$ cat src/sv/mef_pkg.sv
package mef_pkg;

    localparam int MAX_NODES = 16;
    localparam int CAP_BITS  = 16;
    localparam int NODE_BITS = $clog2(MAX_NODES);
    localparam int CNT_BITS  = NODE_BITS + 1;
    localparam int ADDR_BITS = 2 * NODE_BITS;
    localparam int RES_BITS  = CAP_BITS + 1;
    localparam int FLOW_BITS = 20;
    localparam logic [FLOW_BITS-1:0] FLOW_MAX = '1;

    localparam logic [1:0] MODE_WRITE = 2'd0;
    localparam logic [1:0] MODE_RUN   = 2'd1;
    localparam logic [1:0] MODE_READ  = 2'd2;

    localparam logic [1:0] ST_WRITE = 2'd0;
    localparam logic [1:0] ST_FLOW  = 2'd1;
    localparam logic [1:0] ST_READ  = 2'd2;
    localparam logic [1:0] ST_SAME  = 2'd3;

    localparam logic [1:0] CFG_NODE_COUNT = 2'd0;
    localparam logic [1:0] CFG_SOURCE     = 2'd1;
    localparam logic [1:0] CFG_SINK       = 2'd2;

    typedef enum logic [11:0] {
        S_IDLE    = 12'b000000000001,
        S_INIT    = 12'b000000000010,
        S_POP     = 12'b000000000100,
        S_SCAN_RD = 12'b000000001000,
        S_SCAN_EV = 12'b000000010000,
        S_CHECK   = 12'b000000100000,
        S_BN_RD   = 12'b000001000000,
        S_BN_EV   = 12'b000010000000,
        S_BN_DONE = 12'b000100000000,
        S_AU_RD   = 12'b001000000000,
        S_AU_FW   = 12'b010000000000,
        S_AU_BW   = 12'b100000000000
    } state_t;

endpackage

$ cat src/sv/max_flow_edmonds_karp.sv
// Edmonds-Karp maximum flow over a 16x16 residual matrix held in one
// single-port-write, registered-read memory. Pulse start while busy is low;
// mode picks the operation. A capacity write or a residual read returns its
// result on the next cycle with done high, and a new item may start in that
// same cycle. A run whose source and sink differ and lie below the node count
// holds busy high while a small sequencer drives the one memory port: each
// breadth-first search scans every neighbor of each dequeued node with one
// memory read each, and each augmenting path is walked once to find the
// bottleneck and once more to update forward and backward entries. The run
// ends when a search fails to reach the sink or a path has a zero
// bottleneck; its result appears the cycle after that.
// Results cannot be stalled: done is high for exactly one cycle and the
// result ports are valid only then; status 3 answers a run whose source
// equals its sink. Reading an entry never written since reset returns an
// undefined value. Configuration writes are always ready and must only be
// issued while the block is idle.
module max_flow_edmonds_karp
(
    input  logic                           clk,
    input  logic                           rst_n,
    input  logic                           start,
    output logic                           busy,
    input  logic [1:0]                     mode,
    input  logic [3:0]                     from_node,
    input  logic [3:0]                     to_node,
    input  logic [15:0]                    capacity,
    output logic                           done,
    output logic [1:0]                     status,
    output logic [mef_pkg::FLOW_BITS-1:0]  flow_total,
    output logic [mef_pkg::RES_BITS-1:0]   residual_value,
    input  logic                           cfg_valid,
    output logic                           cfg_ready,
    input  logic [1:0]                     cfg_index,
    input  logic [4:0]                     cfg_data
);
    import mef_pkg::*;

    // configuration
    logic [4:0]           node_count_reg;
    logic [NODE_BITS-1:0] source_reg;
    logic [NODE_BITS-1:0] sink_reg;

    // sequencer
    state_t state_reg, state_next;

    // residual matrix
    logic [RES_BITS-1:0] mem [MAX_NODES*MAX_NODES];
    logic [RES_BITS-1:0] mem_q;
    logic [ADDR_BITS-1:0] rd_addr, wr_addr;
    logic [RES_BITS-1:0]  wr_data;
    logic                 wr_en;

    // search state
    logic [NODE_BITS-1:0] queue [MAX_NODES];
    logic [NODE_BITS-1:0] parent [MAX_NODES];
    logic [MAX_NODES-1:0] visited_reg, visited_next;
    logic [CNT_BITS-1:0]  head_reg, head_next;
    logic [CNT_BITS-1:0]  tail_reg, tail_next;
    logic [CNT_BITS-1:0]  n_reg, n_next;
    logic [NODE_BITS-1:0] u_reg, u_next;
    logic [NODE_BITS-1:0] v_reg, v_next;
    logic [NODE_BITS-1:0] s_reg, s_next;
    logic [NODE_BITS-1:0] p_reg, p_next;
    logic [CNT_BITS-1:0]  steps_reg, steps_next;
    logic [RES_BITS-1:0]  bott_reg, bott_next;
    logic [FLOW_BITS-1:0] total_reg, total_next;
    logic                 q_we, p_we;
    logic [NODE_BITS-1:0] q_wa, q_wd, p_wa;

    // result registers
    logic                 done_reg, done_next;
    logic [1:0]           status_reg, status_next;
    logic [FLOW_BITS-1:0] flow_reg, flow_next;

    logic                 accept;
    logic [CNT_BITS-1:0]  n_clamp;
    logic [FLOW_BITS:0]   sum;
    logic                 walk_on;

    assign accept    = start && (state_reg == S_IDLE);
    assign busy      = (state_reg != S_IDLE);
    assign cfg_ready = 1'b1;

    // clamp node count into 2..MAX_NODES
    always_comb
    begin
        if (node_count_reg < 5'd2)
            n_clamp = CNT_BITS'(2);
        else if (CNT_BITS'(node_count_reg) > CNT_BITS'(MAX_NODES))
            n_clamp = CNT_BITS'(MAX_NODES);
        else
            n_clamp = CNT_BITS'(node_count_reg);
    end

    // the one accumulate path: add the bottleneck into the flow total
    assign sum     = {1'b0, total_reg} + (FLOW_BITS+1)'(bott_reg);
    assign walk_on = (s_reg != source_reg) && (steps_reg < n_reg);

    always_comb
    begin
        state_next   = state_reg;
        visited_next = visited_reg;
        head_next    = head_reg;
        tail_next    = tail_reg;
        n_next       = n_reg;
        u_next       = u_reg;
        v_next       = v_reg;
        s_next       = s_reg;
        p_next       = p_reg;
        steps_next   = steps_reg;
        bott_next    = bott_reg;
        total_next   = total_reg;
        done_next    = 1'b0;
        status_next  = status_reg;
        flow_next    = flow_reg;
        rd_addr      = {from_node, to_node};
        wr_en        = 1'b0;
        wr_addr      = {from_node, to_node};
        wr_data      = RES_BITS'(capacity);
        q_we         = 1'b0;
        q_wa         = tail_reg[NODE_BITS-1:0];
        q_wd         = v_reg;
        p_we         = 1'b0;
        p_wa         = v_reg;

        unique case (state_reg)
            S_IDLE:
            begin
                if (accept)
                begin
                    done_next  = 1'b1;
                    flow_next  = '0;
                    total_next = '0;
                    n_next     = n_clamp;
                    priority if (mode == MODE_WRITE)
                    begin
                        status_next = ST_WRITE;
                        wr_en       = 1'b1;
                    end
                    else if (mode == MODE_READ)
                        status_next = ST_READ;
                    else if (mode == MODE_RUN)
                    begin
                        if (source_reg == sink_reg)
                            status_next = ST_SAME;
                        else
                        begin
                            status_next = ST_FLOW;
                            // a run with an unused source or sink reports zero
                            if (CNT_BITS'(source_reg) < n_clamp &&
                                CNT_BITS'(sink_reg) < n_clamp)
                            begin
                                done_next  = 1'b0;
                                state_next = S_INIT;
                            end
                        end
                    end
                    else
                        status_next = ST_WRITE;
                end
            end
            S_INIT:
            begin
                visited_next = '0;
                visited_next[source_reg] = 1'b1;
                q_we       = 1'b1;
                q_wa       = '0;
                q_wd       = source_reg;
                head_next  = '0;
                tail_next  = CNT_BITS'(1);
                state_next = S_POP;
            end
            S_POP:
            begin
                if (head_reg < tail_reg)
                begin
                    u_next     = queue[head_reg[NODE_BITS-1:0]];
                    head_next  = head_reg + 1'b1;
                    v_next     = '0;
                    state_next = S_SCAN_RD;
                end
                else
                    state_next = S_CHECK;
            end
            S_SCAN_RD:
            begin
                rd_addr    = {u_reg, v_reg};
                state_next = S_SCAN_EV;
            end
            S_SCAN_EV:
            begin
                if (!visited_reg[v_reg] && mem_q != '0 && tail_reg < n_reg)
                begin
                    q_we    = 1'b1;
                    p_we    = 1'b1;
                    visited_next[v_reg] = 1'b1;
                    tail_next = tail_reg + 1'b1;
                end
                if (CNT_BITS'(v_reg) == n_reg - 1'b1)
                    state_next = S_POP;
                else
                begin
                    v_next     = v_reg + 1'b1;
                    state_next = S_SCAN_RD;
                end
            end
            S_CHECK:
            begin
                if (visited_reg[sink_reg])
                begin
                    s_next     = sink_reg;
                    steps_next = '0;
                    bott_next  = '1;
                    state_next = S_BN_RD;
                end
                else
                begin
                    done_next  = 1'b1;
                    flow_next  = total_reg;
                    state_next = S_IDLE;
                end
            end
            S_BN_RD:
            begin
                if (walk_on)
                begin
                    p_next     = parent[s_reg];
                    rd_addr    = {parent[s_reg], s_reg};
                    state_next = S_BN_EV;
                end
                else
                    state_next = S_BN_DONE;
            end
            S_BN_EV:
            begin
                if (mem_q < bott_reg)
                    bott_next = mem_q;
                s_next     = p_reg;
                steps_next = steps_reg + 1'b1;
                state_next = S_BN_RD;
            end
            S_BN_DONE:
            begin
                if (bott_reg == '0)
                begin
                    done_next  = 1'b1;
                    flow_next  = total_reg;
                    state_next = S_IDLE;
                end
                else
                begin
                    total_next = sum[FLOW_BITS] ? FLOW_MAX : sum[FLOW_BITS-1:0];
                    s_next     = sink_reg;
                    steps_next = '0;
                    state_next = S_AU_RD;
                end
            end
            S_AU_RD:
            begin
                if (walk_on)
                begin
                    p_next     = parent[s_reg];
                    rd_addr    = {parent[s_reg], s_reg};
                    state_next = S_AU_FW;
                end
                else
                    state_next = S_INIT;
            end
            S_AU_FW:
            begin
                // drop the bottleneck from the forward entry, fetch the reverse
                wr_en      = 1'b1;
                wr_addr    = {p_reg, s_reg};
                wr_data    = mem_q - bott_reg;
                rd_addr    = {s_reg, p_reg};
                state_next = S_AU_BW;
            end
            S_AU_BW:
            begin
                wr_en      = 1'b1;
                wr_addr    = {s_reg, p_reg};
                wr_data    = mem_q + bott_reg;
                s_next     = p_reg;
                steps_next = steps_reg + 1'b1;
                state_next = S_AU_RD;
            end
            default:
                state_next = S_IDLE;
        endcase
    end

    always_ff @(posedge clk)
    begin
        if (wr_en)
            mem[wr_addr] <= wr_data;
        mem_q <= mem[rd_addr];
        if (q_we)
            queue[q_wa] <= q_wd;
        if (p_we)
            parent[p_wa] <= u_reg;
    end

    always_ff @(posedge clk or negedge rst_n)
    begin
        if (!rst_n)
        begin
            node_count_reg <= 5'd16;
            source_reg     <= NODE_BITS'(0);
            sink_reg       <= NODE_BITS'(15);
            state_reg      <= S_IDLE;
            visited_reg    <= '0;
            head_reg       <= '0;
            tail_reg       <= '0;
            n_reg          <= CNT_BITS'(MAX_NODES);
            u_reg          <= '0;
            v_reg          <= '0;
            s_reg          <= '0;
            p_reg          <= '0;
            steps_reg      <= '0;
            bott_reg       <= '0;
            total_reg      <= '0;
            done_reg       <= 1'b0;
            status_reg     <= ST_WRITE;
            flow_reg       <= '0;
        end
        else
        begin
            if (cfg_valid && cfg_ready)
            begin
                unique case (cfg_index)
                    CFG_NODE_COUNT: node_count_reg <= cfg_data;
                    CFG_SOURCE:     source_reg     <= cfg_data[NODE_BITS-1:0];
                    CFG_SINK:       sink_reg       <= cfg_data[NODE_BITS-1:0];
                    default:        ;
                endcase
            end
            state_reg   <= state_next;
            visited_reg <= visited_next;
            head_reg    <= head_next;
            tail_reg    <= tail_next;
            n_reg       <= n_next;
            u_reg       <= u_next;
            v_reg       <= v_next;
            s_reg       <= s_next;
            p_reg       <= p_next;
            steps_reg   <= steps_next;
            bott_reg    <= bott_next;
            total_reg   <= total_next;
            done_reg    <= done_next;
            status_reg  <= status_next;
            flow_reg    <= flow_next;
        end
    end

    // hold the read data on the result port only for a read transfer
    assign done           = done_reg;
    assign status         = status_reg;
    assign flow_total     = flow_reg;
    assign residual_value = (done_reg && status_reg == ST_READ) ? mem_q : '0;

    a_fail_reports: assert property (@(posedge clk) disable iff (!rst_n)
        (state_reg == S_CHECK && !visited_reg[sink_reg]) |=>
            (done && status == ST_FLOW && state_reg == S_IDLE))
        else $error("failed search did not report flow");

    // the pointers still hold the previous run's values while a search starts
    a_queue_bound: assert property (@(posedge clk) disable iff (!rst_n)
        (state_reg != S_IDLE && state_reg != S_INIT) |->
            (tail_reg <= n_reg && head_reg <= tail_reg))
        else $error("queue pointers out of range");

    a_bottleneck_fits: assert property (@(posedge clk) disable iff (!rst_n)
        (state_reg == S_AU_FW) |-> (bott_reg <= mem_q && bott_reg != '0))
        else $error("forward residual below bottleneck");

    a_no_done_busy: assert property (@(posedge clk) disable iff (!rst_n)
        done |-> !busy)
        else $error("result strobe while sequencer busy");

endmodule

$ cat config.mk
export PLATFORM = sky130hd
export DESIGN_NAME = max_flow_edmonds_karp
export DESIGN_NICKNAME = d
export VERILOG_FILES = /design/src/sv/mef_pkg.sv /design/src/sv/max_flow_edmonds_karp.sv
export SDC_FILE = /design/constraint.sdc
export NUM_CORES = 2
export LEC_CHECK = 0
export BUFFER_PORTS_ARGS = -buffer_cell sky130_fd_sc_hd__buf_2
export CORE_ASPECT_RATIO = 2
export CORE_MARGIN = 1.5
export CORE_UTILIZATION = 30
export CTS_BUF_LIST = sky130_fd_sc_hd__clkbuf_8
export CTS_CLUSTER_SIZE = 16
export DETAILED_ROUTE_END_ITERATION = 8
export HOLD_SLACK_MARGIN = 0.08
export RECOVER_POWER = 50
export SYNTH_ARGS = -nofsm -noshare
export SYNTH_HDL_FRONTEND = slang
export SYNTH_MEMORY_MAX_BITS = 65536
export SYNTH_SLANG_ARGS = --single-unit
$ cat constraint.sdc
create_clock -name clk -period 30.2 [get_ports clk]
set_clock_uncertainty 0.1 [all_clocks]
set_input_delay 9.06 -clock clk [delete_from_list [all_inputs] [get_ports clk]]
set_output_delay 9.06 -clock clk [all_outputs]
set_load 0.02 [all_outputs]
==> results by group <==
Status
  – Status: finished with violations
  – Failing checks: max-capacitance violations, max-slew violations

Routing
  – Drt first pass iters: 6
  – Via Count: 116000
  – Vias per cell: 5.24
  – DRC: 0
  – Post-DRT Antenna Nets: 0
  – Initial DRC Count: roughly 11000
  – Final WL: between 500000 and 600000 um
  – Routed WL per cell: 26.8 um

Yosys
  – Cells after Synth: 13200
  – Synth async-reset ratio: roughly 3%
  – Synth top area share: roughly 73%
  – Synthesized Nets: 13300
  – Seq/Total Area, Yosys: 75.3%
  – Netlist Area Pre-Place: ~180000 um2
  – Warnings from Yosys: 0
  – Avg Cell Area, Syn: about 14 um2
  – Cell taking the most area after synthesis: edfxtp_1
  – #FFs+latches synth: roughly 4600
  – Post-synth cell types: slightly below 90
  – Synth area leaders: edfxtp_1 (73%), nand2_1 (7.4%), nand3_1 (3.1%)
  – Post-synth EDFFs: 4480
  – Primary FF master, synth: edfxtp_1

Floorplan
  – Chip height: 1110 um
  – Initial cell density of the core: a little under a third
  – Die W: approximately 560 um
  – IO Pins: slightly below 80
  – Core area: 610000 um2
  – Row cnt: a little over 400
  – Die ar.: 617000 um2

Clock network
  – Sink Count: between 4000 and 5000
  – CTS H-tree depth: 6
  – Setup Fix Bufs, Post-CTS: 0
  – CTS resizes: 0
  – Hold buffers post-CTS: 0
  – Total CTS buffers: 620
  – Clock Latency Late Sink: 1.23 ns
  – Reg clk slew, reported paths: 0.07 ns
  – Clock Path Buffers: 5
  – Clock tree from TritonCTS: done
  – Clock Tree Root: clkbuf_8

Critical path
  – WS Path Type: primary input to flip-flop
  – WP data required: 30.51 ns
  – CP startpoint kind: primary input
  – CP max stage delay: 6.56 ns
  – Worst R2R Setup Slack: about 16 ns
  – Family with the most delay on the worst path: buffers and inverters
  – Slowest cell on the critical path: clkbuf_1
  – Crit. End Element: flip-flop
  – Maximum fanout along the worst path: 177
  – Most frequent CP cell: clkbuf_1
  – Worst EP arrival: 19.06 ns
  – Cell Chain, Critical Path: buf_2 > a22oi_1 > o21ai_4 > clkbuf_1 > clkbuf_1
  – Worst path bufs/invs: 3

Global route
  – Largest net degree at the start of global routing: 199
  – First-pass GRT wire length: approximately 830000 um
  – Initial antenna violation count: 25
  – Total Routing Usage GR: 18.8%
  – Vias in the first global route: between 100k and 150k
  – Grt ovf: 0

Placed design
  – Detailed Place HPWL: 365000 um
  – Placed instance count: around 21000
  – Placed cell area: 196000 um2
  – Port Buffer Count: 77
  – DP Worst Slack: 14.29 ns
  – RD Place Congestion: about 0.89

Timing
  – Worst slew margin: -533%
  – RSZ-0062 raised after global routing: no
  – Setup TNS: 0 ns
  – PnR worst setup slack: 11.45 ns
  – Max Fclk: 0.0533 GHz
  – Tcrit/Tclk final: between 60% and 70%
  – Final Hold Vio Count: 0
  – Worst-Margin Slew: ~9.5 ns
  – Min cycle time layout: 18.75 ns
  – # setup viols final: 0
  – Final Max Slew Viols: between 3000 and 4000

Layout
  – Flip-flop count of the largest register after layout: 4352
  – Area of the multi-input gates: about 42000 um2
  – Final core occ: 33.8%
  – Fin nets: 13700
  – Largest reg by FF count: mem
  – Commonest non-fill, non-tap cells in the layout: edfxtp_1 (4480), nand2_1 (3583), nand3_1 (1125)
  – Non-Filler Instances: roughly 22000
  – Share of cells above drive strength 1: a little over a tenth
  – Synth-to-Final Area Change: 12.2%
  – Top flop regs: mem x4352, parent x64, queue x64
  – Post-Layout Inst Area: ~210000 um2
  – Commonest non-fill, non-tap cell in the layout: edfxtp_1
  – Register Area: 138000 um2
  – # fillers: 58900

Pwr
  – Static Leak: 67.6 nW
  – Peak VDD IR: 0.0327 mV
  – Power Dens Cells: 60.2 nW/um2

Min path
  – Hold Path Class: flip-flop to flip-flop

Run
  – Max-cap violations: 79
area by class of cell:
class / instances / area share, %
clock buffers: 639 / 4.27
well taps: 8160 / 4.95
flip-flops and latches: 4634 / 67.1
multi-input cells: 7674 / 20.5
repair buffers: 571 / 1.88
inverters: 67 / 0.122
diodes: 26 / 0.0316
clock inverters: 416 / 1.16
worst paths after layout:
check                          startpoint        endpoint  cells past startpoint
setup reg to reg             state_reg[5]    mem[162][13]                     11
max in group asynchronous           rst_n        u_reg[1]                      2
hold reg to reg            flow_total[16]  flow_total[16]                      1
hold / removal             flow_total[16]  flow_total[16]                      1
min in group asynchronous           rst_n   flow_total[7]                      1
setup / recovery             capacity[13]    mem[162][13]                      5
stage by stage:
| stage | total power [W] | hold WS [ns] |
|---|---|---|
| after floorplan | 0.00766 | 0.372 |
| after global placement | 0.00799 | 0.377 |
| after detailed placement | 0.00800 | 0.376 |
| after CTS | 0.0125 | 0.400 |
| after global routing | 0.0127 | 0.409 |
| final | 0.0124 | 0.393 |
synth_stat cells (all sizes together) (21+ instances only):
master,number
edfxtp,4480
nand2,3597
nand3,1129
a31oi,560
buf,542
mux2i,461
nor2,394
a32oi,373
clkbuf,307
nand4,276
dfrtp,130
a21oi,92
nor4,80
ha,74
o21ai,66
inv,65
mux4,46
nor3,45
o22ai,35
a221oi,32
and2,31
a32o,28
a22oi,26
a21o,24
a22o,24
mux2,21
nor2b,21
report_power, final:
| part | switching, W | internal (W) |
|---|---|---|
| sequential | 0.0000284 | 0.00708 |
| clock | 0.00236 | 0.00217 |
| combinational | 0.000595 | 0.000170 |
metal layers:
| layer | part of all wire [%] | vias up | GRT usage (%) | wire length [um] |
|---|---|---|---|---|
| met2 | 51 | 4946 | 33.5 | 305000 |
| met5 | 0.0088 | - | 0 | 52 |
| met1 | 32 | 59500 | 18.8 | 193000 |
| met3 | 5.9 | 1620 | 2.39 | 35300 |
| met4 | 10 | 8 | 17.9 | 61400 |
| li1 | - | 50200 | - | - |
cell families after synthesis:
kind of cell | after synthesis | synth area share (%)
multiplexers | 528 | 3.21
XOR/XNOR | 37 | 0.176
adder cells (fa/ha/maj) | 79 | 0.548
other | 1 | 0.00204
buffers and inverters | 916 | 2.26
AND/OR/NAND/NOR | 5646 | 13.0
AO/OA/AOI/OAI | 1383 | 5.45
flip-flops | 4634 | 75.3
No activity file was read; power rests on OpenSTA's default activity.
